--- src/hw/rtl/ter_pkg.sv ---
// shared widths, codes and beat types for the triangle edge rasterizer
`timescale 1ns / 1ps
`default_nettype none

package ter_pkg;

  // vertex coordinate width (two's complement)
  localparam int COORD_BITS  = 12;
  // pixel coordinate and screen register widths
  localparam int PIX_W       = 11;
  localparam int SCREEN_W    = 12;
  localparam int SCREEN_MAX  = 2048;
  localparam int COLOR_W     = 4;
  localparam int LAYER_W     = 4;
  localparam int COLOR_SHIFT = 4;
  localparam int ATTR_W      = COLOR_W + COLOR_SHIFT;

  // offsets and coefficients must hold a vertex difference and a pixel minus vertex
  localparam int OFS_W  = ((COORD_BITS > PIX_W + 1) ? COORD_BITS : PIX_W + 1) + 1;
  localparam int PROD_W = 2 * OFS_W;
  localparam int EDGE_W = PROD_W + 1;

  // commands
  localparam logic CMD_LOAD = 1'b0;
  localparam logic CMD_STEP = 1'b1;

  // configuration register indexes
  localparam int   CFG_IDX_W         = 1;
  localparam logic [CFG_IDX_W-1:0] REG_SCREEN_WIDTH  = 1'b0;
  localparam logic [CFG_IDX_W-1:0] REG_SCREEN_HEIGHT = 1'b1;

  typedef logic signed [COORD_BITS-1:0] coord_t;
  typedef logic signed [OFS_W-1:0]      ofs_t;
  typedef logic signed [PROD_W-1:0]     prod_t;
  typedef logic signed [EDGE_W-1:0]     edge_t;
  typedef logic [PIX_W-1:0]             pix_t;
  typedef logic [SCREEN_W-1:0]          screen_t;
  typedef logic [COLOR_W-1:0]           color_t;
  typedef logic [LAYER_W-1:0]           layer_t;

  // input beat after the input register, with vertex differences and extents
  typedef struct packed {
    logic   cmd;
    coord_t ax;
    coord_t ay;
    coord_t bx;
    coord_t by;
    coord_t cx;
    coord_t cy;
    ofs_t   dx_ab;
    ofs_t   dy_ab;
    ofs_t   dx_bc;
    ofs_t   dy_bc;
    ofs_t   dx_ca;
    ofs_t   dy_ca;
    ofs_t   dx_ac;
    ofs_t   dy_ac;
    coord_t min_x;
    coord_t max_x;
    coord_t min_y;
    coord_t max_y;
    color_t color;
    layer_t layer;
  } item_t;

  // result beat on its way to edge evaluation: e_i = dx_i * oy_i - dy_i * ox_i
  typedef struct packed {
    pix_t   px;
    pix_t   py;
    color_t color;
    layer_t layer;
    logic   empty;
    logic   last;
    ofs_t   dx0;
    ofs_t   dy0;
    ofs_t   ox0;
    ofs_t   oy0;
    ofs_t   dx1;
    ofs_t   dy1;
    ofs_t   ox1;
    ofs_t   oy1;
    ofs_t   dx2;
    ofs_t   dy2;
    ofs_t   ox2;
    ofs_t   oy2;
  } pix_beat_t;

  // result beat after the multipliers
  typedef struct packed {
    pix_t   px;
    pix_t   py;
    color_t color;
    layer_t layer;
    logic   empty;
    logic   last;
    prod_t  p0a;
    prod_t  p0b;
    prod_t  p1a;
    prod_t  p1b;
    prod_t  p2a;
    prod_t  p2b;
  } prod_beat_t;

endpackage

`default_nettype wire

--- src/hw/rtl/ter_input_stage.sv ---
// input register with vertex differences and bounding extents
`timescale 1ns / 1ps
`default_nettype none

module ter_input_stage (
  input  wire logic                  clk,
  input  wire logic                  rst,
  input  wire logic                  in_valid,
  output logic                       in_stall,
  input  wire logic                  cmd,
  input  wire ter_pkg::coord_t       ax,
  input  wire ter_pkg::coord_t       ay,
  input  wire ter_pkg::coord_t       bx,
  input  wire ter_pkg::coord_t       by_row,
  input  wire ter_pkg::coord_t       cx,
  input  wire ter_pkg::coord_t       cy,
  input  wire ter_pkg::color_t       fill_color,
  input  wire ter_pkg::layer_t       layer,
  input  wire logic                  take_ready,
  output logic                       item_valid,
  output ter_pkg::item_t             item
);

  logic           ready_in;
  ter_pkg::item_t item_next;
  ter_pkg::coord_t min_x;
  ter_pkg::coord_t max_x;
  ter_pkg::coord_t min_y;
  ter_pkg::coord_t max_y;

  assign ready_in = !item_valid || take_ready;
  assign in_stall = !ready_in;

  // extents of the three vertices
  always_comb begin
    min_x = (ax < bx) ? ax : bx;
    min_x = (min_x < cx) ? min_x : cx;
    max_x = (ax > bx) ? ax : bx;
    max_x = (max_x > cx) ? max_x : cx;
    min_y = (ay < by_row) ? ay : by_row;
    min_y = (min_y < cy) ? min_y : cy;
    max_y = (ay > by_row) ? ay : by_row;
    max_y = (max_y > cy) ? max_y : cy;
  end

  // edge coefficients and area operands
  always_comb begin
    item_next       = '0;
    item_next.cmd   = cmd;
    item_next.ax    = ax;
    item_next.ay    = ay;
    item_next.bx    = bx;
    item_next.by    = by_row;
    item_next.cx    = cx;
    item_next.cy    = cy;
    item_next.dx_ab = ter_pkg::ofs_t'(bx) - ter_pkg::ofs_t'(ax);
    item_next.dy_ab = ter_pkg::ofs_t'(by_row) - ter_pkg::ofs_t'(ay);
    item_next.dx_bc = ter_pkg::ofs_t'(cx) - ter_pkg::ofs_t'(bx);
    item_next.dy_bc = ter_pkg::ofs_t'(cy) - ter_pkg::ofs_t'(by_row);
    item_next.dx_ca = ter_pkg::ofs_t'(ax) - ter_pkg::ofs_t'(cx);
    item_next.dy_ca = ter_pkg::ofs_t'(ay) - ter_pkg::ofs_t'(cy);
    item_next.dx_ac = ter_pkg::ofs_t'(cx) - ter_pkg::ofs_t'(ax);
    item_next.dy_ac = ter_pkg::ofs_t'(cy) - ter_pkg::ofs_t'(ay);
    item_next.min_x = min_x;
    item_next.max_x = max_x;
    item_next.min_y = min_y;
    item_next.max_y = max_y;
    item_next.color = fill_color;
    item_next.layer = layer;
  end

  // beat valid
  always_ff @(posedge clk) begin
    if (rst) begin
      item_valid <= 1'b0;
    end else if (ready_in) begin
      item_valid <= in_valid;
    end
  end

  // beat payload
  always_ff @(posedge clk) begin
    if (ready_in && in_valid) begin
      item <= item_next;
    end
  end

endmodule

`default_nettype wire

--- config.mk ---
export PLATFORM = sky130hd
export DESIGN_NAME = ter_input_stage
export DESIGN_NICKNAME = d
export VERILOG_FILES = /design/src/hw/rtl/ter_pkg.sv /design/src/hw/rtl/ter_input_stage.sv
export SDC_FILE = /design/constraint.sdc
export NUM_CORES = 1
export LEC_CHECK = 0
export BUFFER_PORTS_ARGS = -buffer_cell sky130_fd_sc_hd__buf_4
export CAP_MARGIN = 15
export CORE_ASPECT_RATIO = 1.75
export CORE_UTILIZATION = 30
export DETAILED_ROUTE_END_ITERATION = 10
export PLACE_DENSITY = 0.58
export SLEW_MARGIN = 20
export SYNTH_ARGS = -nofsm -noshare
export SYNTH_HDL_FRONTEND = slang
export SYNTH_SLANG_ARGS = --single-unit
--- constraint.sdc ---
create_clock -name clk -period 27.6 [get_ports clk]
set_input_delay 8.28 -clock clk [delete_from_list [all_inputs] [get_ports clk]]
set_output_delay 8.28 -clock clk [all_outputs]
set_load 0.05 [all_outputs]
# == After elaboration in Yosys (flattened, before gate mapping) ==
# Cells that the tools add are included.
# totals
ff_bits,234
input_bits,85
wordCells,50
# op_classes
n_addsub,8
order_cmp,8
muxes,8
n_reduce_logical,4
# ops
cell,count
$sub 12x12->13,8
$mux 12,8
$gt 12x12->1,4
$lt 12x12->1,4
$logic_not 1->1,2
$logic_and 1x1->1,1
$logic_or 1x1->1,1

# == Depth between registers and ports, before layout ==
# depth
ltp_word,4
depth_mapped,19
depth_no_buf,16

# == Worst setup path after synthesis ==
# OpenSTA, ideal clock, no wires.
# synth_timing
path_kind,input to register
from,input take_ready
to,register item[0] (netlist bit) (enable)
setup_ps,848
arrival_ps,18621
required_time_ps,26752
slack_ps,8131
cell_stages,2
path_cell_list,nor2b_1 nor2b_1
# synth_between
elab_chain_len,2
# synth_rtl
element,line,rtl
from (decl),ter_input_stage.sv:19,"input wire logic take_ready,"
$logic_or 1x1->1,ter_input_stage.sv:31,assign ready_in = !item_valid || take_ready;
$logic_and 1x1->1,ter_input_stage.sv:83,if (ready_in && in_valid) begin
to (signal assigned),ter_input_stage.sv:84,item <= item_next;
to (decl),ter_input_stage.sv:21,output ter_pkg::item_t item
# No other way between the ends.
# A chain may end at the register's enable or synchronous reset.

# == Final worst setup path ==
# layout_timing
from,input take_ready
to,output in_stall
# layout_between
elab_chain_len,2
# layout_rtl
element,line,rtl
$logic_or 1x1->1,ter_input_stage.sv:31,
$logic_not 1->1,ter_input_stage.sv:32,assign in_stall = !ready_in;
to (decl),ter_input_stage.sv:9,"output logic in_stall,"
# No other way between the ends.

==> flow_metrics.tcl <==
set metrics [dict create \
    fin_worst_skew_ps 16.6 \
    grt_max_degree 155 \
    first_global_vias 11200 \
    total_power_mw 1.22 \
    synth_edf_count 231 \
    slew-limit-headroom_pct 29.6 \
    dieHeight_um 288 \
    min_period_over_period_pct 62.4 \
    p_per_area_nw_per_um2 68.6 \
    ant_nets 0 \
    hold_class "flip-flop to flip-flop" \
    wirelength_um 45000 \
    start_util_pct 30.4 \
    post_cts_resized 0 \
    p_sw_mw 0.442 \
    layout-drive-gt1-share_pct 29.2 \
    async_reset_ff_share_pct 0 \
    ir_drop_mv 0.0447 \
    placementRows 104 \
    insertion_delay_ps 540 \
    syn_area_per_cell_um2 11.8 \
    p_leak_nw 7.59 \
    clk_pin_slew_ps 60 \
    crit_buf_inv 2 \
    grt-ovfl-total 0 \
    grt_use_total_pct 18.6 \
    crit_chain "buf_4 -> nor2b_1 -> buf_4" \
    finalCriticalPeriod_ps 17210 \
    cp_common_cell "buf_4" \
    clock_tree.buffer_depth 3 \
    timing.fmax_mhz 58.1 \
    tns_ps 0 \
    insertedDiodeCount 0 \
    antenna_found_initial 0 \
    cts_htree_levels 1 \
    p_sw_share_pct 36.2 \
    io_buffers 319 \
    tightestPinTransition_ps 1040 \
    rsz0062_at_grt "no" \
    pwr-share-comb_pct 36.0 \
    hold_viol_final 0 \
    yosys_warnings 0 \
    place_hpwl_um 36500 \
    clockRootBuffer "clkbuf_16" \
    cts_inserted_buffers 23 \
    synth_ff_type "edfxtp_1" \
    ys_seq_elements 232 \
    maxSlewViolCount 0 \
    via_per_inst 5.04 \
    syn-instance-count 1182 \
    p_int_mw 0.778 \
    start_kind "input pin" \
    via_count 10600 \
    gp_congestion 0.949 \
    seqPwrFrac_pct 37.1 \
    end_kind "primary output" \
    status "finished, final reports clean" \
    die_area_um2 47500 \
    cts_tree "yes" \
    cts_sinks 232 \
    core_um2 45900 \
    nets 1741 \
    syn-cell-area_um2 14000 \
    cap_violations 0 \
    cts-hold-fix-buffers 0 \
    setup_viol 0 \
    ys_types 81 \
    setup.worst_path.class "input pin to primary output" \
    yosysSeqAreaShare_pct 49.8 \
    cp.arrival_ps 8930 \
    top_level_ports 320 \
    postCtsSetupBuffers 0 \
    grt_pass1_wl_um 65000 \
    critPathMaxStageDelay_ps 280 \
    wire_per_inst_um 21.4 \
    required_ps 19320 \
    drc 0 \
    fp.dieW_um 165 \
    path_max_fanout 3 \
    drt_iter0_drc 609 \
    cpLargestDelayFamily "buffers and inverters" \
    areaGrowthSynthToFinish_pct 27.2 \
    syn-num-nets 1417 \
    drt_pass1_iterations 4 \
    critPathSlowestCell "nor2b_1" \
    p_clk_share_pct 27.0 \
]
==> Yosys cell counts (12+ instances only) <==
master | instances | area share [%]
mux2i_1 | 23 | 1.6
a21o_1 | 15 | 0.81
nor2b_1 | 29 | 1.3
a21oi_1 | 56 | 2.0
nand4_1 | 14 | 0.63
nor3_1 | 25 | 0.90
nand3_1 | 14 | 0.50
o211ai_1 | 14 | 0.75
o221a_2 | 12 | 0.97
nand2_1 | 56 | 1.5
mux2_2 | 28 | 2.3
xnor2_1 | 42 | 2.6
clkbuf_1 | 15 | 0.40
o21ai_0 | 63 | 2.3
nor2_1 | 77 | 2.1
inv_1 | 127 | 3.4
o21a_1 | 12 | 0.64
edfxtp_1 | 231 | 50
xor2_1 | 13 | 0.81
ha_1 | 142 | 13
==> metal layers <==
layer | wire length, um | GRT usage [%] | share of wire [%]
met1 | 13700 | 15.3 | 30
met2 | 26300 | 39.2 | 58
met3 | 2180 | 2.54 | 4.8
met4 | 2870 | 11.5 | 6.4
met5 | 0 | 0 | 0
==> cell type report <==
cell class              count  area (um^2)
fillers                  4508        28200
flip-flops and latches    232         6960
multi-input cells         797         6410
repair buffers            325         2450
well taps                 583          729
clock buffers              27          591
inverters                 127          477
clock inverters            13          166
==> worst reg2reg max path, cell delays in order, from the launching register on <==
cell     delay [ps]
dfxtp_1         310
nor2b_1         180
nor2b_4         140
buf_12          560
buf_4           950
==> final timing paths <==
kind / endpoint / from / slack (ps) / cells after the start
worst max-delay path: in_stall / take_ready / 10390 / 3
worst min-delay path: item_valid$_SDFFE_PP0N_ / item_valid$_SDFFE_PP0N_ / 680 / 3
worst max register to register: item[96]$_DFFE_PP_ / item_valid$_SDFFE_PP0N_ / 25000 / 4
worst min register to register: item_valid$_SDFFE_PP0N_ / item_valid$_SDFFE_PP0N_ / 680 / 3
==> flip-flops by register name, indices dropped and copies added (netlist names) <==
| signal | cells |
|---|---|
| item | 231 |
| item_valid | 1 |
==> layout by cell type, fill, tap and decap left out, drive strengths merged, types with 5 or more instances in the layout <==
master	count
a211oi	7
a21boi	11
a21o	16
a21oi	56
a22o	13
and2	7
buf	325
clkbuf	27
clkinv	7
edfxtp	231
fa	8
ha	142
inv	127
mux2	45
mux2i	32
nand2	56
nand3	14
nand4	14
nor2	77
nor2b	29
nor3	25
o211ai	14
o21a	12
o21ai	63
o221a	12
o31ai	8
or2	5
or3	7
xnor2	42
xor2	13
==> kinds of logic (layout without fill, tap and decap cells) <==
family,after synthesis,after routing,synth area share (%)
buffers and inverters,153,492,4.43
AO/OA/AOI/OAI,259,259,13.2
XOR/XNOR,55,55,3.45
AND/OR/NAND/NOR,256,256,8.91
flip-flops,232,232,49.8
multiplexers,77,77,6.43
adder cells (fa/ha/maj),150,150,13.9
==> power groups by stage <==
stage                     combinational, mW  sequential, mW  clock, mW
final                                 0.439           0.453      0.329
after global routing                  0.465           0.456      0.346
after floorplan                       0.172           0.593          0
after CTS                             0.442           0.453      0.340
after detailed placement              0.440           0.460          0
after global placement                0.437           0.460          0
==> per-stage QoR <==
stage | hold slack [ps] | instance area (um^2) | std cells | utilization, % | setup slack [ps]
finish | 677 | 17800 | 2104 | 38.7 | 10390
global route | 709 | 17800 | 2104 | 38.7 | 10370
CTS | 684 | 17800 | 2104 | 38.7 | 10380
detailed placement | 675 | 17000 | 2064 | 37.1 | 10380
global placement | 648 | 17000 | 2064 | 37.1 | 10390
floorplan | 1070 | 14000 | 1182 | - | 8130
No activity file was read; power rests on OpenSTA's default activity.
