**src/hw/rtl/ter_pkg.sv**
```systemverilog
// shared widths, codes and beat types for the triangle edge rasterizer
`timescale 1ns / 1ps
`default_nettype none

package ter_pkg;

  // vertex coordinate width (two's complement)
  localparam int COORD_BITS  = 12;
  // pixel coordinate and screen register widths
  localparam int PIX_W       = 11;
  localparam int SCREEN_W    = 12;
  localparam int SCREEN_MAX  = 2048;
  localparam int COLOR_W     = 4;
  localparam int LAYER_W     = 4;
  localparam int COLOR_SHIFT = 4;
  localparam int ATTR_W      = COLOR_W + COLOR_SHIFT;

  // offsets and coefficients must hold a vertex difference and a pixel minus vertex
  localparam int OFS_W  = ((COORD_BITS > PIX_W + 1) ? COORD_BITS : PIX_W + 1) + 1;
  localparam int PROD_W = 2 * OFS_W;
  localparam int EDGE_W = PROD_W + 1;

  // commands
  localparam logic CMD_LOAD = 1'b0;
  localparam logic CMD_STEP = 1'b1;

  // configuration register indexes
  localparam int   CFG_IDX_W         = 1;
  localparam logic [CFG_IDX_W-1:0] REG_SCREEN_WIDTH  = 1'b0;
  localparam logic [CFG_IDX_W-1:0] REG_SCREEN_HEIGHT = 1'b1;

  typedef logic signed [COORD_BITS-1:0] coord_t;
  typedef logic signed [OFS_W-1:0]      ofs_t;
  typedef logic signed [PROD_W-1:0]     prod_t;
  typedef logic signed [EDGE_W-1:0]     edge_t;
  typedef logic [PIX_W-1:0]             pix_t;
  typedef logic [SCREEN_W-1:0]          screen_t;
  typedef logic [COLOR_W-1:0]           color_t;
  typedef logic [LAYER_W-1:0]           layer_t;

  // input beat after the input register, with vertex differences and extents
  typedef struct packed {
    logic   cmd;
    coord_t ax;
    coord_t ay;
    coord_t bx;
    coord_t by;
    coord_t cx;
    coord_t cy;
    ofs_t   dx_ab;
    ofs_t   dy_ab;
    ofs_t   dx_bc;
    ofs_t   dy_bc;
    ofs_t   dx_ca;
    ofs_t   dy_ca;
    ofs_t   dx_ac;
    ofs_t   dy_ac;
    coord_t min_x;
    coord_t max_x;
    coord_t min_y;
    coord_t max_y;
    color_t color;
    layer_t layer;
  } item_t;

  // result beat on its way to edge evaluation: e_i = dx_i * oy_i - dy_i * ox_i
  typedef struct packed {
    pix_t   px;
    pix_t   py;
    color_t color;
    layer_t layer;
    logic   empty;
    logic   last;
    ofs_t   dx0;
    ofs_t   dy0;
    ofs_t   ox0;
    ofs_t   oy0;
    ofs_t   dx1;
    ofs_t   dy1;
    ofs_t   ox1;
    ofs_t   oy1;
    ofs_t   dx2;
    ofs_t   dy2;
    ofs_t   ox2;
    ofs_t   oy2;
  } pix_beat_t;

  // result beat after the multipliers
  typedef struct packed {
    pix_t   px;
    pix_t   py;
    color_t color;
    layer_t layer;
    logic   empty;
    logic   last;
    prod_t  p0a;
    prod_t  p0b;
    prod_t  p1a;
    prod_t  p1b;
    prod_t  p2a;
    prod_t  p2b;
  } prod_beat_t;

endpackage

`default_nettype wire

```
**src/hw/rtl/ter_edge_eval.sv**
```systemverilog
// edge function products, sign test and output register
`timescale 1ns / 1ps
`default_nettype none

module ter_edge_eval (
  input  wire logic                   clk,
  input  wire logic                   rst,
  input  wire logic                   pix_valid,
  input  wire ter_pkg::pix_beat_t     pix,
  output logic                        eval_ready,
  output logic                        out_valid,
  input  wire logic                   out_stall,
  output ter_pkg::pix_t               pixel_x,
  output ter_pkg::pix_t               pixel_y,
  output logic                        covered,
  output logic [ter_pkg::ATTR_W-1:0]  attribute,
  output ter_pkg::layer_t             layer_out,
  output logic                        empty_res,
  output logic                        last
);

  logic                prod_valid;
  ter_pkg::prod_beat_t prod;
  ter_pkg::prod_beat_t prod_next;
  logic                out_ready;
  ter_pkg::edge_t      e0;
  ter_pkg::edge_t      e1;
  ter_pkg::edge_t      e2;
  logic                all_nonneg;
  logic                all_nonpos;

  assign out_ready  = !out_valid || !out_stall;
  assign eval_ready = !prod_valid || out_ready;

  // products p0a to p2b of the edge functions e0, e1 and e2
  always_comb begin
    prod_next       = '0;
    prod_next.px    = pix.px;
    prod_next.py    = pix.py;
    prod_next.color = pix.color;
    prod_next.layer = pix.layer;
    prod_next.empty = pix.empty;
    prod_next.last  = pix.last;
    prod_next.p0a   = ter_pkg::prod_t'(pix.dx0) * ter_pkg::prod_t'(pix.oy0);
    prod_next.p0b   = ter_pkg::prod_t'(pix.dy0) * ter_pkg::prod_t'(pix.ox0);
    prod_next.p1a   = ter_pkg::prod_t'(pix.dx1) * ter_pkg::prod_t'(pix.oy1);
    prod_next.p1b   = ter_pkg::prod_t'(pix.dy1) * ter_pkg::prod_t'(pix.ox1);
    prod_next.p2a   = ter_pkg::prod_t'(pix.dx2) * ter_pkg::prod_t'(pix.oy2);
    prod_next.p2b   = ter_pkg::prod_t'(pix.dy2) * ter_pkg::prod_t'(pix.ox2);
  end

  // product register
  always_ff @(posedge clk) begin
    if (rst) begin
      prod_valid <= 1'b0;
    end else if (eval_ready) begin
      prod_valid <= pix_valid;
    end
  end

  always_ff @(posedge clk) begin
    if (eval_ready && pix_valid) begin
      prod <= prod_next;
    end
  end

  // edge values and winding-free inside test
  always_comb begin
    e0 = ter_pkg::edge_t'(prod.p0a) - ter_pkg::edge_t'(prod.p0b);
    e1 = ter_pkg::edge_t'(prod.p1a) - ter_pkg::edge_t'(prod.p1b);
    e2 = ter_pkg::edge_t'(prod.p2a) - ter_pkg::edge_t'(prod.p2b);
    all_nonneg = !e0[ter_pkg::EDGE_W-1] && !e1[ter_pkg::EDGE_W-1] &&
                 !e2[ter_pkg::EDGE_W-1];
    all_nonpos = (e0[ter_pkg::EDGE_W-1] || (e0 == '0)) &&
                 (e1[ter_pkg::EDGE_W-1] || (e1 == '0)) &&
                 (e2[ter_pkg::EDGE_W-1] || (e2 == '0));
  end

  // output register
  always_ff @(posedge clk) begin
    if (rst) begin
      out_valid <= 1'b0;
    end else if (out_ready) begin
      out_valid <= prod_valid;
    end
  end

  always_ff @(posedge clk) begin
    if (out_ready && prod_valid) begin
      pixel_x   <= prod.px;
      pixel_y   <= prod.py;
      covered   <= !prod.empty && (all_nonneg || all_nonpos);
      attribute <= {prod.color, {ter_pkg::COLOR_SHIFT{1'b0}}};
      layer_out <= prod.layer;
      empty_res <= prod.empty;
      last      <= prod.last;
    end
  end

endmodule

`default_nettype wire
```
**config.mk**
```make
export PLATFORM = sky130hd
export DESIGN_NAME = ter_edge_eval
export DESIGN_NICKNAME = d
export VERILOG_FILES = /design/src/hw/rtl/ter_pkg.sv /design/src/hw/rtl/ter_edge_eval.sv
export SDC_FILE = /design/constraint.sdc
export NUM_CORES = 2
export LEC_CHECK = 0
export BUFFER_PORTS_ARGS = -buffer_cell sky130_fd_sc_hd__buf_4
export CORE_AREA = 4 4 292 294
export DETAILED_ROUTE_END_ITERATION = 6
export DIE_AREA = 0 0 296 298
export PLACE_DENSITY = 0.84
export SLEW_MARGIN = 20
export SYNTH_ARGS = -nofsm -noshare
export SYNTH_HDL_FRONTEND = slang
export SYNTH_SLANG_ARGS = --single-unit
```
**constraint.sdc**
```tcl
create_clock -name clk -period 16.1 [get_ports clk]
set_clock_uncertainty 0.05 [all_clocks]
set_input_delay 1.61 -clock clk [delete_from_list [all_inputs] [get_ports clk]]
set_output_delay 1.61 -clock clk [all_outputs]
set_load 0.02 [all_outputs]
```
* Word-level counts from Yosys, hierarchy flattened
Index checks and enable logic that the tools add are counted.
** Storage, ports and cells
- Register bits after elaboration :: 223
- Input bits :: 192
- Output and inout port bits :: 39
- Word-level logic and storage cells :: 53
** Operators by class
- Add/subtract/negate cells :: 3
- Multiply operators :: 6
- Reduce and logical (&&, ||, !) cells :: 23
** Operator list (number)
- 13-bit by 13-bit multiplier with 26-bit output :: 6
- 27-bit zero test :: 3
- 26-bit by 26-bit subtractor with 27-bit output :: 3
- 1-bit logical AND :: 7
- 1-bit zero test :: 7
- 1-bit logical OR :: 6

* Logic depth before layout (Yosys ltp)
- Word-level depth :: 7
- Depth in mapped cells :: 27
- Mapped depth without buffers :: 26

* Worst setup path after synthesis
Ideal clock, no wire load.
- Path kind :: input to register
- Start point :: input port pix[33] (netlist bit)
- End point :: register prod[24] (netlist bit), data pin
- Setup time :: 258 ps
- Data arrival time :: 7106 ps
- Required time :: 15792 ps
- Slack :: 8686 ps
- Cell stages on the path :: 24
- Buffers on the path :: 1
- Cells stage by stage :: clkbuf_1 > and2_1 > fa_1 > inv_1 > fa_1 > inv_1 > fa_1 > inv_1 > fa_1 > inv_1 > fa_1 > ha_1 > ha_1 > inv_1 > o21ai_0 > a21oi_1 > o21ai_1 > a211oi_1 > a211oi_1 > a41o_1 > or4_1 > a31o_2 > a21oi_1 > xnor2_1
** RTL lines
- from (decl) :: RTL line ter_edge_eval.sv:9 : input wire ter_pkg::pix_beat_t pix,
- to (signal assigned) :: RTL line ter_edge_eval.sv:63 : prod <= prod_next;
- to (decl) :: RTL line ter_edge_eval.sv:23 : ter_pkg::prod_beat_t prod;

==> impl_metrics.toml <==
[outcome]
outcome = "completed"

[finish]
nNetsFinal = 6845
drive_gt1_share_pct = 5.82
syn2layout_area_growth_pct = 6.75
fillers = 6541

[synthesis]
synth_top_cell_by_area = "fa_1"
synth_cell_types = 82
synth_top_area_share_pct = 39.7
ys.flop_type = "edfxtp_1"
synthArstFlopShare_pct = 0
yosys_warnings = 0
ys_ff_latch = 223
yosysSeqAreaShare_pct = 13.6
netlist_instances = 5111
synthTopCellsByArea = "fa_1 40%, edfxtp_1 13%, ha_1 12%"
synth.avg_cell_area_um2 = 9.63
synth_edf_count = 221
syn_area_um2 = 49200

[placed_design]
hpwl_um = 88300
numPortBuffers = 226
pre_cts_slack_ns = 8.10
gp_congestion = 0.887

[timing]
final_hold_viol_count = 0
setup_viol = 0
slew_viol_final = 0
rsz0062_at_grt = "no"
relSlewSlack_pct = 33.3
layout_min_cycle_time_ns = 7.48
finalCritPeriodShare_pct = 46.4
fin_setup_tns_ns = 0
fmax_mhz = 134
max_slew.worst_pin.slew_ns = 1.00
setup_ws_ns = 8.62

[routing]
drtPass1Iterations = 5
routed_wl_um = 107000
drtIter0Drc = 2144
drc = 0
ant_nets = 0
avgRoutedWirePerCell_um = 17.0
vias = 35100
vias_per_cell = 5.57

[global_routing]
grt_overflow = 0
grt_pass1_wl_um = 183000
grt_pass1_vias = 38400
grt_max_degree = 75
antenna_found_initial = 3
grt_usage_pct = 25.1

[cts]
htree_levels = 1
cts.sinks = 223
cts_resized = 0
cts_setup_buffers = 0
clk_pin_slew_ns = 0.07
cts_root_buf = "clkbuf_16"
cts_tree = "built"
clk_latency_ns = 0.56
cts_buffer_depth = 3
numCtsBuffers = 29
cts_hold_buf = 0

[hold_path]
holdPathEnd = "pixel_x[6]"
hold_class = "flop to flop"
whs_path_depth = 0
worstHoldStart = "prod[183]"

[critical_path]
worstSetupStartpointType = "primary input"
crit_fanout = 13
ff2ff_setup_slack_ns = 11.48
crit_type = "primary input to flop"
crit_required_ns = 16.36
critPathArrivalTime_ns = 7.74
end_kind = "flop"
regToRegStartpoint = "prod[104]"
worstReg2RegEnd = "covered"
r2r_cells = 13

[die]
die_area_um2 = 88200
design.core.area_um2 = 82900
initial_core_util_pct = 59.4
ioPinCount = 231
die_w_um = 296
chipHeight_um = 298
rows = 106

[run]
cap_violations = 0
==> cells in the final DEF (no fill, tap or decap), types with 10 or more instances in the layout <==
cell type / n
nand2_1: 584
nand3_1: 35
edfxtp_1: 221
nor2_1: 134
fa_1: 975
a211oi_1: 20
or2_2: 10
o211ai_1: 11
or3_1: 20
nor3_1: 48
o21a_1: 29
o2111ai_1: 10
and3_1: 20
ha_1: 480
a21o_1: 39
o21ai_0: 82
a31oi_1: 28
xor2_1: 41
clkbuf_16: 29
o21ai_1: 11
and2_1: 446
xnor2_1: 148
nor2b_1: 43
inv_1: 1141
nand2b_1: 38
a21oi_1: 143
buf_4: 229
==> Yosys cell counts (all sizes together) (28+ instances only) <==
cell type / instances
inv: 1141
fa: 975
nand2: 584
ha: 480
and2: 447
edfxtp: 221
clkbuf: 164
xnor2: 148
a21oi: 144
nor2: 134
o21ai: 93
nor3: 48
nor2b: 43
xor2: 41
a21o: 39
nand2b: 38
nand3: 35
o21a: 29
a31oi: 28
==> logic make-up after synthesis <==
kind of cell             after synthesis  synth area share (%)
AND/OR/NAND/NOR                     1427                  14.4
XOR/XNOR                             189                  3.36
other                                  1               0.00762
buffers and inverters               1321                  10.1
flip-flops                           223                  13.6
adder cells (fa/ha/maj)             1455                  51.9
AO/OA/AOI/OAI                        483                  6.42
multiplexers                          12                 0.257
==> state kept, by name, indices dropped and copies added, names as in the netlist <==
name        flops
attribute       4
covered         1
empty_res       1
last            1
layer_out       4
out_valid       1
pixel_x        11
pixel_y        11
prod          188
prod_valid      1
==> stage by stage <==
stage                     area, µm²  hold WS (ns)  cells  utilization, %
after global routing          52500         0.371   6299            63.4
after detailed placement      51600         0.355   6247            62.3
final                         52500         0.357   6301            63.4
after floorplan               49200         0.350   5114               -
after global placement        51600         0.351   6247            62.3
after CTS                     52500         0.359   6299            63.4
==> routing by layer <==
metal / wire [µm] / global-route usage, % / vias up
li1: - / - / 15900
met1: 42300 / 32.9 / 17600
met2: 54000 / 43.6 / 1258
met3: 7000 / 3.35 / 289
met4: 3690 / 7.73 / 0
met5: 0 / 0 / -
==> final cells by class <==
class | count | area, µm² | area share (%)
repair buffers | 229 | 1720 | 3.27
clock buffers | 33 | 741 | 1.41
inverters | 1145 | 4300 | 8.18
multi-input cells | 3570 | 37600 | 71.5
well taps | 1080 | 1350 | 2.57
diodes | 2 | 5.00 | 0.00952
flip-flops and latches | 223 | 6680 | 12.7
clock inverters | 19 | 174 | 0.331
==> worst max-delay path by stage <==
stage,start,end,slack [ns]
floorplan,pix[33],prod[24],8.69
global placement,pix[98],prod[102],8.21
detailed placement,pix[98],prod[102],8.10
CTS,pix[98],prod[102],8.67
global route,pix[98],prod[102],8.31
finish,pix[98],prod[102],8.62
==> worst max-delay path, cell delays in order <==
cell and delay, ns:
buf_4 0.17, and2_1 0.18, fa_1 0.54, inv_1 0.05, fa_1 0.49, inv_1 0.06
fa_1 0.51, inv_1 0.06, fa_1 0.54, inv_1 0.05, fa_1 0.45, ha_1 0.30
ha_1 0.33, inv_1 0.04, o21ai_0 0.16, a21oi_1 0.11, o21ai_0 0.38, a41oi_1 0.26
a2111oi_0 0.64, nor2_1 0.15, a211oi_1 0.34, o21a_1 0.16, nor2_1 0.04, xnor2_1 0.11
Power is left out: the tool's default activity adds up to more than one toggle a clock period on the data nets, which glitch-free logic cannot reach.
