$ cat config.mk
export PLATFORM = sky130hd
export DESIGN_NAME = ter_scan_ctrl
export DESIGN_NICKNAME = d
export VERILOG_FILES = /design/src/hw/rtl/ter_pkg.sv /design/src/hw/rtl/ter_scan_ctrl.sv
export SDC_FILE = /design/constraint.sdc
export NUM_CORES = 2
export LEC_CHECK = 0
export BUFFER_PORTS_ARGS = -buffer_cell sky130_fd_sc_hd__buf_2
export CORE_MARGIN = 2
export CORE_UTILIZATION = 35
export CTS_BUF_LIST = sky130_fd_sc_hd__clkbuf_2 sky130_fd_sc_hd__clkbuf_4 sky130_fd_sc_hd__clkbuf_8
export DETAILED_ROUTE_END_ITERATION = 7
export PLACE_DENSITY = 0.5
export SLEW_MARGIN = 20
export SYNTH_ARGS = -nofsm -noshare
export SYNTH_HDL_FRONTEND = slang
export SYNTH_SLANG_ARGS = --single-unit
$ cat constraint.sdc
create_clock -name clk -period 28 [get_ports clk]
set_input_delay 2.8 -clock clk [delete_from_list [all_inputs] [get_ports clk]]
set_output_delay 2.8 -clock clk [all_outputs]
set_load 0.01 [all_outputs]
$ cat src/hw/rtl/ter_pkg.sv
// shared widths, codes and beat types for the triangle edge rasterizer
`timescale 1ns / 1ps
`default_nettype none

package ter_pkg;

  // vertex coordinate width (two's complement)
  localparam int COORD_BITS  = 12;
  // pixel coordinate and screen register widths
  localparam int PIX_W       = 11;
  localparam int SCREEN_W    = 12;
  localparam int SCREEN_MAX  = 2048;
  localparam int COLOR_W     = 4;
  localparam int LAYER_W     = 4;
  localparam int COLOR_SHIFT = 4;
  localparam int ATTR_W      = COLOR_W + COLOR_SHIFT;

  // offsets and coefficients must hold a vertex difference and a pixel minus vertex
  localparam int OFS_W  = ((COORD_BITS > PIX_W + 1) ? COORD_BITS : PIX_W + 1) + 1;
  localparam int PROD_W = 2 * OFS_W;
  localparam int EDGE_W = PROD_W + 1;

  // commands
  localparam logic CMD_LOAD = 1'b0;
  localparam logic CMD_STEP = 1'b1;

  // configuration register indexes
  localparam int   CFG_IDX_W         = 1;
  localparam logic [CFG_IDX_W-1:0] REG_SCREEN_WIDTH  = 1'b0;
  localparam logic [CFG_IDX_W-1:0] REG_SCREEN_HEIGHT = 1'b1;

  typedef logic signed [COORD_BITS-1:0] coord_t;
  typedef logic signed [OFS_W-1:0]      ofs_t;
  typedef logic signed [PROD_W-1:0]     prod_t;
  typedef logic signed [EDGE_W-1:0]     edge_t;
  typedef logic [PIX_W-1:0]             pix_t;
  typedef logic [SCREEN_W-1:0]          screen_t;
  typedef logic [COLOR_W-1:0]           color_t;
  typedef logic [LAYER_W-1:0]           layer_t;

  // input beat after the input register, with vertex differences and extents
  typedef struct packed {
    logic   cmd;
    coord_t ax;
    coord_t ay;
    coord_t bx;
    coord_t by;
    coord_t cx;
    coord_t cy;
    ofs_t   dx_ab;
    ofs_t   dy_ab;
    ofs_t   dx_bc;
    ofs_t   dy_bc;
    ofs_t   dx_ca;
    ofs_t   dy_ca;
    ofs_t   dx_ac;
    ofs_t   dy_ac;
    coord_t min_x;
    coord_t max_x;
    coord_t min_y;
    coord_t max_y;
    color_t color;
    layer_t layer;
  } item_t;

  // result beat on its way to edge evaluation: e_i = dx_i * oy_i - dy_i * ox_i
  typedef struct packed {
    pix_t   px;
    pix_t   py;
    color_t color;
    layer_t layer;
    logic   empty;
    logic   last;
    ofs_t   dx0;
    ofs_t   dy0;
    ofs_t   ox0;
    ofs_t   oy0;
    ofs_t   dx1;
    ofs_t   dy1;
    ofs_t   ox1;
    ofs_t   oy1;
    ofs_t   dx2;
    ofs_t   dy2;
    ofs_t   ox2;
    ofs_t   oy2;
  } pix_beat_t;

  // result beat after the multipliers
  typedef struct packed {
    pix_t   px;
    pix_t   py;
    color_t color;
    layer_t layer;
    logic   empty;
    logic   last;
    prod_t  p0a;
    prod_t  p0b;
    prod_t  p1a;
    prod_t  p1b;
    prod_t  p2a;
    prod_t  p2b;
  } prod_beat_t;

endpackage

`default_nettype wire

$ cat src/hw/rtl/ter_scan_ctrl.sv
// triangle setup, clipping and raster scan state
`timescale 1ns / 1ps
`default_nettype none

module ter_scan_ctrl (
  input  wire logic                              clk,
  input  wire logic                              rst,
  input  wire logic                              cfg_write,
  input  wire logic [ter_pkg::CFG_IDX_W-1:0]     cfg_index,
  input  wire ter_pkg::screen_t                  cfg_data,
  input  wire logic                              item_valid,
  input  wire ter_pkg::item_t                    item,
  output logic                                   take_ready,
  input  wire logic                              eval_ready,
  output logic                                   pix_valid,
  output ter_pkg::pix_beat_t                     pix
);

  // configuration
  ter_pkg::screen_t screen_width;
  ter_pkg::screen_t screen_height;

  // triangle and scan state
  logic             active;
  ter_pkg::coord_t  vx_a;
  ter_pkg::coord_t  vy_a;
  ter_pkg::coord_t  vx_b;
  ter_pkg::coord_t  vy_b;
  ter_pkg::coord_t  vx_c;
  ter_pkg::coord_t  vy_c;
  ter_pkg::ofs_t    k_dx0;
  ter_pkg::ofs_t    k_dy0;
  ter_pkg::ofs_t    k_dx1;
  ter_pkg::ofs_t    k_dy1;
  ter_pkg::ofs_t    k_dx2;
  ter_pkg::ofs_t    k_dy2;
  ter_pkg::pix_t    box_lo_x;
  ter_pkg::pix_t    box_hi_x;
  ter_pkg::pix_t    box_lo_y;
  ter_pkg::pix_t    box_hi_y;
  ter_pkg::pix_t    scan_x;
  ter_pkg::pix_t    scan_y;
  ter_pkg::color_t  held_color;
  ter_pkg::layer_t  held_layer;

  ter_pkg::screen_t   w_sat;
  ter_pkg::screen_t   h_sat;
  ter_pkg::ofs_t      w_lim;
  ter_pkg::ofs_t      h_lim;
  ter_pkg::ofs_t      lo_x;
  ter_pkg::ofs_t      hi_x;
  ter_pkg::ofs_t      lo_y;
  ter_pkg::ofs_t      hi_y;
  logic               area_zero;
  logic               tri_empty;
  logic               is_load;
  logic               fire;
  logic               emit;
  logic               end_row;
  logic               fin;
  ter_pkg::ofs_t      px_s;
  ter_pkg::ofs_t      py_s;
  ter_pkg::pix_beat_t pix_next;

  assign take_ready = !pix_valid || eval_ready;
  assign is_load    = (item.cmd == ter_pkg::CMD_LOAD);
  assign fire       = item_valid && take_ready;

  // configuration writes
  always_ff @(posedge clk) begin
    if (rst) begin
      screen_width  <= ter_pkg::screen_t'(120);
      screen_height <= ter_pkg::screen_t'(40);
    end else if (cfg_write) begin
      case (cfg_index)
        ter_pkg::REG_SCREEN_WIDTH:  screen_width  <= cfg_data;
        ter_pkg::REG_SCREEN_HEIGHT: screen_height <= cfg_data;
        default: ;
      endcase
    end
  end

  // screen limits, saturated to the largest screen
  always_comb begin
    w_sat = (screen_width > ter_pkg::screen_t'(ter_pkg::SCREEN_MAX))
            ? ter_pkg::screen_t'(ter_pkg::SCREEN_MAX) : screen_width;
    h_sat = (screen_height > ter_pkg::screen_t'(ter_pkg::SCREEN_MAX))
            ? ter_pkg::screen_t'(ter_pkg::SCREEN_MAX) : screen_height;
    w_lim = ter_pkg::ofs_t'(w_sat) - ter_pkg::ofs_t'(1);
    h_lim = ter_pkg::ofs_t'(h_sat) - ter_pkg::ofs_t'(1);
  end

  // clipped bounding box and doubled area test
  always_comb begin
    lo_x = item.min_x[ter_pkg::COORD_BITS-1] ? '0 : ter_pkg::ofs_t'(item.min_x);
    lo_y = item.min_y[ter_pkg::COORD_BITS-1] ? '0 : ter_pkg::ofs_t'(item.min_y);
    hi_x = (ter_pkg::ofs_t'(item.max_x) > w_lim) ? w_lim : ter_pkg::ofs_t'(item.max_x);
    hi_y = (ter_pkg::ofs_t'(item.max_y) > h_lim) ? h_lim : ter_pkg::ofs_t'(item.max_y);
    area_zero = ((ter_pkg::prod_t'(item.dx_ab) * ter_pkg::prod_t'(item.dy_ac)) ==
                 (ter_pkg::prod_t'(item.dy_ab) * ter_pkg::prod_t'(item.dx_ac)));
    tri_empty = area_zero || (lo_x > hi_x) || (lo_y > hi_y);
  end

  // scan position tests
  assign end_row = (scan_x >= box_hi_x);
  assign fin     = end_row && (scan_y >= box_hi_y);
  assign emit    = item_valid && (is_load ? tri_empty : active);
  assign px_s    = ter_pkg::ofs_t'(scan_x);
  assign py_s    = ter_pkg::ofs_t'(scan_y);

  // result beat for the edge stage
  always_comb begin
    pix_next = '0;
    if (is_load) begin
      pix_next.color = item.color;
      pix_next.layer = item.layer;
      pix_next.empty = 1'b1;
      pix_next.last  = 1'b1;
    end else begin
      pix_next.px    = scan_x;
      pix_next.py    = scan_y;
      pix_next.color = held_color;
      pix_next.layer = held_layer;
      pix_next.last  = fin;
      pix_next.dx0   = k_dx0;
      pix_next.dy0   = k_dy0;
      pix_next.ox0   = px_s - ter_pkg::ofs_t'(vx_a);
      pix_next.oy0   = py_s - ter_pkg::ofs_t'(vy_a);
      pix_next.dx1   = k_dx1;
      pix_next.dy1   = k_dy1;
      pix_next.ox1   = px_s - ter_pkg::ofs_t'(vx_b);
      pix_next.oy1   = py_s - ter_pkg::ofs_t'(vy_b);
      pix_next.dx2   = k_dx2;
      pix_next.dy2   = k_dy2;
      pix_next.ox2   = px_s - ter_pkg::ofs_t'(vx_c);
      pix_next.oy2   = py_s - ter_pkg::ofs_t'(vy_c);
    end
  end

  // active flag
  always_ff @(posedge clk) begin
    if (rst) begin
      active <= 1'b0;
    end else if (fire) begin
      if (is_load) begin
        active <= !tri_empty;
      end else if (active && fin) begin
        active <= 1'b0;
      end
    end
  end

  // triangle capture and scan advance
  always_ff @(posedge clk) begin
    if (fire) begin
      if (is_load) begin
        vx_a       <= item.ax;
        vy_a       <= item.ay;
        vx_b       <= item.bx;
        vy_b       <= item.by;
        vx_c       <= item.cx;
        vy_c       <= item.cy;
        k_dx0      <= item.dx_ab;
        k_dy0      <= item.dy_ab;
        k_dx1      <= item.dx_bc;
        k_dy1      <= item.dy_bc;
        k_dx2      <= item.dx_ca;
        k_dy2      <= item.dy_ca;
        held_color <= item.color;
        held_layer <= item.layer;
        box_lo_x   <= lo_x[ter_pkg::PIX_W-1:0];
        box_hi_x   <= hi_x[ter_pkg::PIX_W-1:0];
        box_lo_y   <= lo_y[ter_pkg::PIX_W-1:0];
        box_hi_y   <= hi_y[ter_pkg::PIX_W-1:0];
        scan_x     <= lo_x[ter_pkg::PIX_W-1:0];
        scan_y     <= lo_y[ter_pkg::PIX_W-1:0];
      end else if (active && !fin) begin
        if (end_row) begin
          scan_x <= box_lo_x;
          scan_y <= scan_y + ter_pkg::pix_t'(1);
        end else begin
          scan_x <= scan_x + ter_pkg::pix_t'(1);
        end
      end
    end
  end

  // result register valid
  always_ff @(posedge clk) begin
    if (rst) begin
      pix_valid <= 1'b0;
    end else if (take_ready) begin
      pix_valid <= emit;
    end
  end

  // result register payload
  always_ff @(posedge clk) begin
    if (take_ready && emit) begin
      pix <= pix_next;
    end
  end

endmodule

`default_nettype wire

Yosys cells after proc, flatten, opt, wreduce, memory -nomap -nowiden. Index checks and enable logic that the tools add are counted.

Register bits after elaboration: 427. Latch bits: 0. RAM bits: 0. Memory bits (read-only): 0. Input bits: 251. Output and inout port bits: 190. Word-level logic and storage cells: 102. Memories: 0.

$add $sub $neg: 10. $mul: 2. Div/mod/pow operators: 0. Magnitude comparators: 8. Eq/ne operators: 4. Shifts and indexed selects: 0. Multiplexer cells: 17. Bitwise operators: 2. Reductions and logical operators: 18.

Operators by type and width (count): $mux 11 (8); $sub 12x12->13 (6); $gt 12x13->1 (4); $mul 13x13->26 (2); $eq 26x26->1 (1); $mux 13 (2); $sub 12x1->13 const B (2); $gt 12x12->1 const B (2); $mux 12 (2); $add 11x1->11 const B (2); $ge 11x11->1 (2); $reduce_and 2->1 (5); $mux 8 (1); $logic_and 1x1->1 (6); $ne 2x1->1 const B (3); $mux 1 (4); $logic_not 1->1 (3); $logic_or 1x1->1 (3); $reduce_and 3->1 (1); $not 1->1 (2).

Depth between registers and ports, before layout.
Depth in word-level cells: 11. Mapped depth: 29. Depth with buffers taken out: 26.

Least setup slack after synthesis. No wires, ideal clock.

Path kind: input to register. From: input item[71] (netlist name). To: register pix[0] (netlist name) (enable). Setup time: 1.004 ns. Arrival: 22.033 ns. Data required time: 26.996 ns. Slack: 4.963 ns. Stages: 22. Path buffers: 2. Cell sequence: clkbuf_1 -> and2_1 -> fa_1 -> fa_1 -> inv_1 -> fa_1 -> fa_1 -> inv_1 -> fa_1 -> ha_1 -> ha_1 -> clkbuf_1 -> and4_1 -> o2111ai_1 -> o221ai_1 -> o41ai_1 -> a211oi_1 -> xor2_1 -> nand2_1 -> nor4_1 -> a32oi_2 -> nor3b_1.

Longest elaborated chain between the ends: 7.

Ends and longest elaborated chain: from (decl) (line ter_scan_ctrl.sv:12) `input wire ter_pkg::item_t item,`; $mul 13x13->26 (line ter_scan_ctrl.sv:100) `(ter_pkg::prod_t'(item.dy_ab) * ter_pkg::prod_t'(item.dx_ac)));`; $eq 26x26->1 (line ter_scan_ctrl.sv:99) `area_zero = ((ter_pkg::prod_t'(item.dx_ab) * ter_pkg::prod_t'(item.dy_ac)) ==`; $logic_or 1x1->1 (2 in a row) (line ter_scan_ctrl.sv:101) `tri_empty = area_zero || (lo_x > hi_x) || (lo_y > hi_y);`; $mux 1 (line ter_scan_ctrl.sv:107) `assign emit = item_valid && (is_load ? tri_empty : active);`; $logic_and 1x1->1 (line ter_scan_ctrl.sv:107); $logic_and 1x1->1 (line ter_scan_ctrl.sv:199) `if (take_ready && emit) begin`; to (signal assigned) (line ter_scan_ctrl.sv:200) `pix <= pix_next;`; to (decl) (line ter_scan_ctrl.sv:16) `output ter_pkg::pix_beat_t pix`.

Every way passes these cells. A chain may end at the register's enable or synchronous reset.

Worst setup path after layout.
From: input item[70] (netlist name). To: register pix[141] (netlist name) (enable).

The elaborated chain is that of the path after synthesis.

==> metrics.txt <==
status=completed; mean area per synthesized cell=10.97 µm²; Yosys cell types=64; final instance area=37930 µm²; Pre-antenna DRT Iters=4; max_slew headroom=0.3310; FP Rows=112; Worst Path Max Fanout=132; RSZ-0062 raised after global routing=no; effective utilization at floorplan=0.3518; Clock transition at path regs=0.06 ns; Main synth FF type=edfxtp_1; Worst Path Required=28.27 ns; Slew Viols, Final=0; Tcrit/Tclk final=0.3728; Detail Route Antenna Nets=0; nets@finish=4274; initial DRC count=1216; Clock Sinks=427; fillcell total=9275; Setup violations, final=0; antenna violations before repair=29; Die Ht=309.8 µm; dpl cell area=36280 µm²; share of the yosys chip area belonging to registers=0.3838; number of synthesized flops with an enable pin=401; critical path class=in -> reg; H-tree lvl count=3; die area=95990 µm²; ys async rst share=0; cts-stage hold buffer count=0; global route overflow=0; Hold Path Class=reg -> reg; critical path capture point type=flip-flop; # DRC=0; synthesized flop and latch total=427; Avg WL per Cell=17.99 µm; area leader, netlist=edfxtp_1; syn nets=3836; die width=309.8 µm; clk_lat worst skew=0.68 ns; Root Buffer=clkbuf_8; largest net degree at the start of global routing=133; crit path cell chain=buf_2 -> and2_1 -> fa_1 -> fa_1 -> inv_1 -> fa_1 -> fa_1 -> inv_1 -> fa_1 -> ha_1 -> ha_1 -> and4_1 -> o2111ai_1 -> o221ai_1 -> o41ai_1 -> a211oi_1 -> xor2_1 -> nand2_1 -> nor4_1 -> a32oi_2 -> nor3b_2 -> buf_12 -> buf_4; Most Frequent Cell on Critical Path=fa_1; synth cell count leaders=inv_1 (450), edfxtp_1 (401), fa_1 (330); Clock Skew=0.05306 ns; Pwr per Cell Area=111.7 nW/µm²; post-CTS repair timing setup buffer count=0; CTS tree=yes; Routed WL=85430 µm; MaxCap Viol Count=0; Vias=22495; first-pass GRT wire length=131700 µm; CP arrival=10.71 ns; peak supply drop=0.0002284 V; Ys Warns=0; Mapped Area=32730 µm²; final worst slack=17.56 ns; Design Power=0.004237 W; vias in the first global route=23600; crit path max-delay cell type=buf_4; Mapped Cells=2984; All-Layer GR Usage=0.1790; Final Hold Violating Endpoints=0; GPL Wtd Cong=0.8203; post-CTS resize count=0; ratio of cells with drive above 1 in the final layout=0.1748; core box area=93050 µm²; DP HPWL=66190 µm; crit-path max cell delay=0.76 ns; Lkg Pwr=16.59 nW; number of port buffers=440; number of I/O pins=441; Yosys top cell area share=0.3679; fmax=95.79 MHz; Final min period=10.44 ns; top post-synthesis cells by area=edfxtp_1 (37%), fa_1 (20%), ha_1 (10%); Fin Setup TNS=0 ns; Via density=4.736; most frequent cell after synthesis=inv_1; TritonCTS Buffers=78; Synth-to-Final Area Change=15.89%; dpl ws=16.66 ns; Bufs on Longest Clock Path=3; startpoint types=input pin; Least-Margin Pin Slew=1.004 ns
-- stage by stage --
stage	hold slack (ns)	utilization	cells
after floorplan	0.4445	-	2984
after global placement	0.4656	0.3899	4596
after detailed placement	0.4666	0.3899	4596
after CTS	0.4765	0.4073	4737
after global routing	0.5061	0.4074	4740
final	0.4753	0.4077	4750
-- cell families (layout without fill, tap and decap cells) --
kind of cell,Yosys count,in the layout,synth area share
buf+inv,545,1044,0.06261
compound gates,354,354,0.06865
fa+ha+maj,601,601,0.3054
simple gates,904,904,0.1371
other cells,0,13,0
xor+xnor,129,129,0.03452
mux,24,24,0.007913
flops,427,427,0.3838
-- placed cells by master (no fill, tap or decap), types with 5 or more instances in the layout --
master	netlist	layout
mux2_2	12	12
edfxtp_1	401	401
and2_1	201	201
fa_1	330	330
clkinv_1	1	9
a31oi_1	7	7
dfxtp_1	26	26
nand4_1	9	9
nor2b_1	46	46
o31ai_1	5	5
nor4_1	10	10
buf_4	1	12
mux2i_1	11	11
clkinv_2	0	19
bufinv_16	0	5
ha_1	271	271
nor3_1	50	50
a21boi_0	32	31
clkbuf_8	0	82
and4_1	5	5
a21oi_1	90	90
o21a_1	24	24
xnor2_1	91	91
o21ai_0	99	99
buf_2	0	439
a2111oi_0	6	6
a211oi_1	15	15
and3_1	18	18
or3_1	12	12
xor2_1	38	38
nand3_1	34	34
inv_1	450	450
clkbuf_4	0	19
o211ai_1	9	9
nand2b_1	45	45
nor3b_1	19	18
nand2_1	326	326
diode_2	0	13
a21o_1	33	33
nor2_1	119	118
-- flip-flops by register name, indices dropped and copies added, names as in the netlist, 11 cells and up --
| signal | cells |
|---|---|
| k_dy1 | 13 |
| k_dy0 | 13 |
| scan_x | 11 |
| scan_y | 11 |
| vy_c | 12 |
| k_dx1 | 13 |
| vx_b | 12 |
| screen_width | 12 |
| vx_a | 12 |
| box_hi_x | 11 |
| k_dy2 | 13 |
| vy_b | 12 |
| vx_c | 12 |
| vy_a | 12 |
| k_dx0 | 13 |
| box_lo_x | 11 |
| box_hi_y | 11 |
| k_dx2 | 13 |
| screen_height | 12 |
| pix | 188 |
-- report_power, final --
part / internal [W] / switching (W)
Sequential: 0.000749 / 0.0000182
Combinational: 0.00131 / 0.00152
Clock: 0.000347 / 0.000284
-- routing by layer --
layer	vias up	GRT usage	routed length, µm	share of wire
li1	10763	-	-	-
met1	11130	0.2073	33720	0.39
met2	447	0.3310	44610	0.52
met3	139	0.03942	5152	0.060
met4	16	0.04775	1847	0.022
met5	-	0	101	0.0012
-- area by class of cell --
class | instances | area [µm²] | share of cell area
multi-input cells | 2012 | 18150 | 0.4784
flip-flops and latches | 427 | 12560 | 0.3312
repair buffers | 452 | 2307 | 0.06082
inverters | 451 | 1694 | 0.04466
well taps | 1254 | 1569 | 0.04136
clock buffers | 101 | 1271 | 0.03351
clock inverters | 40 | 350.3 | 0.009235
diodes | 13 | 32.53 | 0.0008576
-- worst paths after layout --
check                         start                 to  slack (ns)  depth (start not counted)
setup / recovery           item[70]           pix[141]       17.56                         23
hold / removal    screen_height[10]  screen_height[10]        0.48                          2
setup reg to reg  screen_height[11]           pix[141]       20.10                         29
hold reg to reg   screen_height[10]  screen_height[10]        0.48                          2
-- critical path: cells and delay by family --
family / cells / cell delay, ns
AOI/OAI and AO/OA: 5 / 1.18
buffers and inverters: 5 / 1.82
adders and majority gates: 7 / 3.23
xor gates and xnor gates: 1 / 0.20
and+or+nand+nor: 5 / 1.25
Power figures use the tool's default switching activity.
